[src/rtl/core/vnf_pkg.sv]
// Shared constants, register codes and arithmetic helpers for the fBm value noise unit.
package vnf_pkg;

   // Defaults for the top-level parameters
   localparam int MAX_OCTAVES_DEF = 8;
   localparam int COORD_FRAC_DEF  = 16;

   // Field and datapath widths
   localparam int COORD_W    = 32;
   localparam int OCT_W      = 4;
   localparam int PERS_W     = 17;
   localparam int LAC_W      = 16;
   localparam int FREQ_W     = 48;   // unsigned Q36.12
   localparam int AMP_W      = 17;   // unsigned Q1.16
   localparam int VAL_W      = 18;   // signed Q1.16 corner / blend values
   localparam int WEIGHT_W   = 17;   // smoothstep weight, Q0.16 up to 1.0
   localparam int PROD_W     = 35;   // value * amplitude
   localparam int QUO_W      = 16;
   localparam int OUT_W      = 16;
   localparam int CSR_IDX_W  = 2;
   localparam int CSR_DATA_W = 17;

   localparam logic [OCT_W-1:0]  OCT_RESET  = 4'd4;
   localparam logic [PERS_W-1:0] PERS_RESET = 17'd32768;
   localparam logic [LAC_W-1:0]  LAC_RESET  = 16'd8192;
   localparam logic [AMP_W-1:0]  ONE_Q16    = 17'd65536;
   localparam logic [FREQ_W-1:0] FREQ_ONE   = 48'd4096;
   localparam logic [OUT_W-1:0]  OUT_MAX    = 16'h7FFF;

   // Configuration register indexes
   typedef enum logic [CSR_IDX_W-1:0] {
      REG_OCTAVE_COUNT = 2'd0,
      REG_PERSISTENCE  = 2'd1,
      REG_LACUNARITY   = 2'd2
   } csr_reg_type;

   // Shift-add / xor integer hash
   function automatic logic [31:0] mix32(input logic [31:0] v);
      logic [31:0] w;
      w = v + (v << 10);
      w = w ^ (w >> 6);
      w = w + (w << 3);
      w = w ^ (w >> 11);
      w = w + (w << 15);
      return w;
   endfunction

   // round(h * 131072 / 65535) - 65536; the divide by 65535 folds into two compares
   function automatic logic signed [VAL_W-1:0] corner_value(input logic [15:0] h);
      logic [17:0] base;
      logic [17:0] s;
      logic [17:0] adj;
      base = {1'b0, h, 1'b0};
      s    = base + 18'd32767;
      adj  = 18'(s >= 18'd65535) + 18'(s >= 18'd131070);
      return $signed(base + adj - 18'd65536);
   endfunction

   // a + floor(((b - a) * s + 32768) / 65536)
   function automatic logic signed [VAL_W-1:0] blend(input logic signed [VAL_W-1:0] a,
                                                      input logic signed [VAL_W-1:0] b,
                                                      input logic [WEIGHT_W-1:0] s);
      logic signed [VAL_W:0] d;
      logic signed [36:0]    p;
      d = (VAL_W+1)'(b) - (VAL_W+1)'(a);
      p = 37'(d) * 37'($signed({1'b0, s})) + 37'sd32768;
      return VAL_W'(37'(a) + (p >>> 16));
   endfunction

endpackage

[src/rtl/core/vnf_divide.sv]
// Pipelined restoring divider, one quotient bit per stage, for the final normalization.
module vnf_divide #(
   parameter int NUM_W = 38,
   parameter int DEN_W = 21
) (
   input  logic                          clock,
   input  logic [NUM_W-1:0]              num,
   input  logic                          neg_in,
   input  logic [DEN_W-1:0]              den,
   output logic [vnf_pkg::QUO_W-1:0]     quo,
   output logic                          neg_out
);
   import vnf_pkg::*;

   logic [NUM_W-1:0] rem_ff [QUO_W];
   logic [QUO_W-1:0] q_ff   [QUO_W];
   logic             neg_ff [QUO_W];

   // Stage j decides quotient bit QUO_W-1-j
   for (genvar j = 0; j < QUO_W; j++) begin : g_stage
      logic [NUM_W-1:0] rem_prev;
      logic [QUO_W-1:0] q_prev;
      logic             neg_prev;
      logic [NUM_W-1:0] dsh;
      logic             ge;
      if (j == 0) begin : g_first
         assign rem_prev = num;
         assign q_prev   = '0;
         assign neg_prev = neg_in;
      end else begin : g_next
         assign rem_prev = rem_ff[j-1];
         assign q_prev   = q_ff[j-1];
         assign neg_prev = neg_ff[j-1];
      end
      assign dsh = NUM_W'(den) << (QUO_W - 1 - j);
      assign ge  = rem_prev >= dsh;
      always_ff @(posedge clock) begin
         rem_ff[j] <= ge ? rem_prev - dsh : rem_prev;
         q_ff[j]   <= {q_prev[QUO_W-2:0], ge};
         neg_ff[j] <= neg_prev;
      end
   end

   assign quo     = q_ff[QUO_W-1];
   assign neg_out = neg_ff[QUO_W-1];

endmodule

[config.mk]
export PLATFORM = sky130hd
export DESIGN_NAME = vnf_divide
export DESIGN_NICKNAME = d
export VERILOG_FILES = /design/src/rtl/core/vnf_pkg.sv /design/src/rtl/core/vnf_divide.sv
export SDC_FILE = /design/constraint.sdc
export NUM_CORES = 2
export LEC_CHECK = 0
export BUFFER_PORTS_ARGS = -buffer_cell sky130_fd_sc_hd__buf_2
export CAP_MARGIN = 10
export CORE_ASPECT_RATIO = 0.5
export CORE_MARGIN = 2
export CORE_UTILIZATION = 36
export DETAILED_ROUTE_END_ITERATION = 10
export GPL_TIMING_DRIVEN = 0
export PLACE_DENSITY_LB_ADDON = 0.1
export SYNTH_ARGS = -nofsm -noshare
export SYNTH_HDL_FRONTEND = slang
export SYNTH_SLANG_ARGS = --single-unit
[constraint.sdc]
create_clock -name clock -period 10.56 [get_ports clock]
set_input_delay 1.056 -clock clock [delete_from_list [all_inputs] [get_ports clock]]
set_output_delay 1.056 -clock clock [all_outputs]
set_load 0.005 [all_outputs]
# Yosys cells after proc, flatten, opt, wreduce, memory -nomap -nowiden

Memory sizes are Yosys's and may differ from the RTL's.
Cells that the tools add are included.
W data, S select, Z words.

Word-level logic and storage cells: 51
Input port bits: 61
Output and inout port bits: 17
Memories kept: 3
Register bits after elaboration: 0
Memory bits (writable): 880

Memory list:

| memory | depth | bits a word | read ports | clocked after memory_dff | wr ports | line             | source |
|---|---|---|---|---|---|---|---|
| rem_ff | 16    | 38          | 15         | 0                        | 16       | vnf_divide.sv:15 | `logic [NUM_W-1:0] rem_ff [QUO_W];` |
| q_ff   | 16    | 16          | 16         | 0                        | 16       | vnf_divide.sv:16 | `logic [QUO_W-1:0] q_ff [QUO_W];` |
| neg_ff | 16    | 1           | 16         | 0                        | 16       | vnf_divide.sv:17 | `logic neg_ff [QUO_W];` |

Add/subtract/negate cells: 16
Multiplexer cells: 16
$lt $le $gt $ge: 16

Operators by type and width:

| cell             | number |
|---|---|
| $mux W38         | 16 |
| $ge A38 B21 Y1   | 1 |
| $ge A38 B22 Y1   | 1 |
| $ge A38 B23 Y1   | 1 |
| $ge A38 B24 Y1   | 1 |
| $ge A38 B25 Y1   | 1 |
| $ge A38 B26 Y1   | 1 |
| $ge A38 B27 Y1   | 1 |
| $ge A38 B28 Y1   | 1 |
| $ge A38 B29 Y1   | 1 |
| $ge A38 B30 Y1   | 1 |
| $ge A38 B31 Y1   | 1 |
| $ge A38 B32 Y1   | 1 |
| $ge A38 B33 Y1   | 1 |
| $ge A38 B34 Y1   | 1 |
| $ge A38 B35 Y1   | 1 |
| $ge A38 B36 Y1   | 1 |
| $sub A38 B21 Y38 | 1 |
| $sub A38 B22 Y38 | 1 |
| $sub A38 B23 Y38 | 1 |
| $sub A38 B24 Y38 | 1 |
| $sub A38 B25 Y38 | 1 |
| $sub A38 B26 Y38 | 1 |
| $sub A38 B27 Y38 | 1 |
| 9 further kinds  | 9 |

# Longest topological paths before layout

An unclocked memory read counts as a cell.

Depth in word-level cells: 3
Mapped depth: 15
Mapped depth without buffers: 14

# Least setup slack after synthesis

Ideal clock, no wire load.

Path kind: input to register
From: in den[1]
To: mem rem_ff[2][23] (netlist: rem_ff[0][99])
Library setup time: 0.121 ns
Path slack: 6.452 ns
Arrival: 3.987 ns
Required time: 10.439 ns
Stages: 11
Buffers on the path: 1
Cells stage by stage: inv_1 ha_1 nor2b_1 o211ai_1 nand3_1 a211oi_1 o22ai_1 a211o_1 nor2_1 clkbuf_1 mux2_2

RTL lines:

| item            | line             | source |
|---|---|---|
| start, declared | vnf_divide.sv:9  | `input logic [DEN_W-1:0] den,` |
| end, declared   | vnf_divide.sv:15 |  |

==> results.sh <==
export IMPL_status="finished clean"
export IMPL_ys_ff_latch=722
export IMPL_ys_seq_area_share_pct=38.99
export IMPL_initial_core_util_pct=36.24
export IMPL_clkTransAtPathRegs_ns=0.07
export IMPL_dp_cells=5559
export IMPL_tightest_slew_ns=1.102
export IMPL_period_share_pct=54.00
export IMPL_hp_class="reg2reg"
export IMPL_holdPathStages=0
export IMPL_synth_edf_count=0
export IMPL_synthArstFlopShare_pct=0
export IMPL_skew_ns=0.02435
export IMPL_ys_types=90
export IMPL_clk_latency_ns=0.66
export IMPL_area_growth_pct=12.71
export IMPL_post_place_ws_ns=4.180
export IMPL_ys_flop_type="dfxtp_1"
export IMPL_cts_resized_gates=0
export IMPL_crit_buf_inv=4
export IMPL_cpMostUsedCell="buf_2"
export IMPL_port_buffers=77
export IMPL_worstSetupPathType="in2reg"
export IMPL_yosysWarnings=0
export IMPL_hold_viol=0
export IMPL_grt_pass1_vias=29330
export IMPL_start_kind="primary input"
export IMPL_synth_area_um2=37070
export IMPL_cp_depth=13
export IMPL_synth_common_cells="dfxtp_1, a21oi_1, nand2_1"
export IMPL_final_cells=5694
export IMPL_postSynthAreaPerCell_um2=9.003
export IMPL_max_freq_ghz=0.1754
export IMPL_worstPathArrival_ns=6.21
export IMPL_routed_via_density=5.379
export IMPL_cts_sinks=722
export IMPL_slowest_delay_ns=0.69
export IMPL_drc_errors=0
export IMPL_drive_gt1_share_pct=8.170
export IMPL_place_congestion=0.8859
export IMPL_numCtsBuffers=73
export IMPL_worst_setup_path_end_kind="register"
export IMPL_routedWlPerCell_um=20.09
export IMPL_cts_setup_buffers=0
export IMPL_p_total_w=0.01367
export IMPL_crit_chain="buf_2, inv_2, ha_1, nor2b_1, o31a_1, o31ai_1, o221a_2, a22oi_1, a31oi_1, buf_2, clkbuf_1, nand2_1, o21ai_0"
export IMPL_detail_route_iter0_violations=2117
export IMPL_relSlewSlack_pct=26.19
export IMPL_synth_top_area_share_pct=38.99
export IMPL_hpwl_um=85020
export IMPL_postLayoutCoreUtil_pct=40.85
export IMPL_h_tree_depth=3
export IMPL_final_setup_worst_slack_ns=4.858
export IMPL_crit_family="buffers and inverters"
export IMPL_cts_buffer_depth=3
export IMPL_drv_cap=0
export IMPL_p_leak_nw=17.23
export IMPL_slew_violations=0
export IMPL_root_buffer="clkbuf_16"
export IMPL_grt_setup_unrepaired="no"
export IMPL_firstDrtPassIters=6
export IMPL_grt_use_total_pct=21.23
export IMPL_synthTopCellsByArea="dfxtp_1, ha_1, a21oi_1"
export IMPL_finalCriticalPeriod_ns=5.702
export IMPL_cts_tree="yes"
export IMPL_die_y_um=230.9
export IMPL_grt_ovfl_total=0
export IMPL_postCtsHoldBufs=0
export IMPL_nFillCells=10250
export IMPL_wl_um=114400
export IMPL_core_area_um2=102300
export IMPL_setup_viol=0
export IMPL_setup_tns_ns=0
export IMPL_grt_pass1_wl_um=172500
export IMPL_antenna_found_initial=3
export IMPL_irDropWorstVdd_uv=111.1
export IMPL_final_nets=4686
export IMPL_dieArea_um2=105700
export IMPL_powerDensity_nw_per_um2=327.1
export IMPL_crit_fanout=21
export IMPL_syn_nets=4530
export IMPL_syn_inst=4118
export IMPL_worstPathRequired_ns=11.07
export IMPL_die_width_um=457.8
export IMPL_synth_most_common_cell="dfxtp_1"
export IMPL_grt_max_degree=22
export IMPL_yosysTopAreaCell="dfxtp_1"
export IMPL_row_count=83
export IMPL_num_vias=30630
export IMPL_drtAntennaViolNets=0
export IMPL_reg2reg_depth=11
export IMPL_slowest_stage="buf_2"
export IMPL_design_portCount=78
-- placed cells by master, fill, tap and decap left out, types with 34 or more instances in the layout --
master / n
nand4_1: 47
a21o_1: 115
nor2b_1: 57
inv_1: 127
o21ai_0: 293
a211oi_1: 34
clkbuf_1: 78
o21a_1: 60
dfxtp_1: 722
a21oi_1: 356
mux2_2: 55
ha_1: 336
nand2_1: 342
nor4_1: 60
or3_1: 37
xnor2_1: 195
nor2_1: 300
clkbuf_16: 75
nor3_1: 93
xor2_1: 171
o31ai_1: 37
nand3_1: 81
buf_2: 88
nand2b_1: 49
-- registers in the layout, indices dropped and copies added, names as in the netlist --
signal	cells
neg_ff	16
q_ff	136
rem_ff	570
-- cell families (layout without fill, tap and decap cells) --
| group | count (synthesis) | in the layout | synth area share, % |
|---|---|---|---|
| AND/OR/NAND/NOR | 1238 | 1238 | 16.61 |
| buffers and inverters | 239 | 454 | 2.528 |
| multiplexers | 62 | 62 | 1.873 |
| adder cells (fa/ha/maj) | 351 | 351 | 12.15 |
| other | 0 | 1 | 0 |
| XOR/XNOR | 366 | 366 | 8.646 |
| AO/OA/AOI/OAI | 1140 | 1140 | 19.21 |
| flip-flops | 722 | 722 | 38.99 |
-- through the flow --
step / cell area (um2) / hold slack [ns]
after floorplan: 37070 / 0.3096
after global routing: 41790 / 0.3206
after global placement: 39160 / 0.3096
after CTS: 41780 / 0.3152
final: 41790 / 0.3227
after detailed placement: 39250 / 0.3121
-- worst paths after layout --
check | from | endpoint | slack, ns
worst min-delay path | q_ff[1][110]$_DFF_P_ | q_ff[1][127]$_DFF_P_ | 0.32
worst max-delay path | den[1] | rem_ff[1][97]$_DFF_P_ | 4.86
worst min register to register | q_ff[1][110]$_DFF_P_ | q_ff[1][127]$_DFF_P_ | 0.32
worst max register to register | rem_ff[1][44]$_DFF_P_ | rem_ff[1][97]$_DFF_P_ | 6.54
-- worst reg2reg max path, cell delays in order (launching register included) --
cell      delay (ns)
dfxtp_1         0.33
ha_1            0.29
nor2b_1         0.15
o31a_1          0.29
o31ai_1         0.52
o221a_2         0.33
a22oi_1         0.17
a31oi_1         0.52
buf_2           0.38
clkbuf_1        0.62
nand2_1         0.12
o21ai_0         0.19
-- power by group --
group          leakage [nW]  internal [W]  switching (W)  total [W]
Combinational          9.95       0.00278        0.00366    0.00644
Clock                  1.23       0.00156        0.00117    0.00273
Sequential             6.05       0.00374       0.000759    0.00450
-- cell type report --
| type | instances | area, um2 | area share, % |
|---|---|---|---|
| Clock buffer | 90 | 2033 | 4.866 |
| Inverter | 148 | 555.5 | 1.330 |
| Sequential cell | 722 | 14450 | 34.59 |
| Tap cell | 1360 | 1702 | 4.072 |
| Timing Repair Buffer | 81 | 473.0 | 1.132 |
| Multi-Input combinational cell | 3157 | 21680 | 51.89 |
| Buffer | 91 | 381.6 | 0.9133 |
| Antenna cell | 1 | 2.502 | 0.005989 |
| Clock inverter | 44 | 500.5 | 1.198 |
-- metal layers --
| metal | vias up | part of all wire (%) | GRT usage [%] |
|---|---|---|---|
| met3 | 200 | 4.4 | 3.724 |
| li1 | 15240 | - | - |
| met1 | 14500 | 47 | 28.02 |
| met2 | 684 | 46 | 34.84 |
| met5 | - | 0 | 0 |
| met4 | 0 | 3.5 | 7.492 |
No activity file was read; power rests on OpenSTA's default activity.
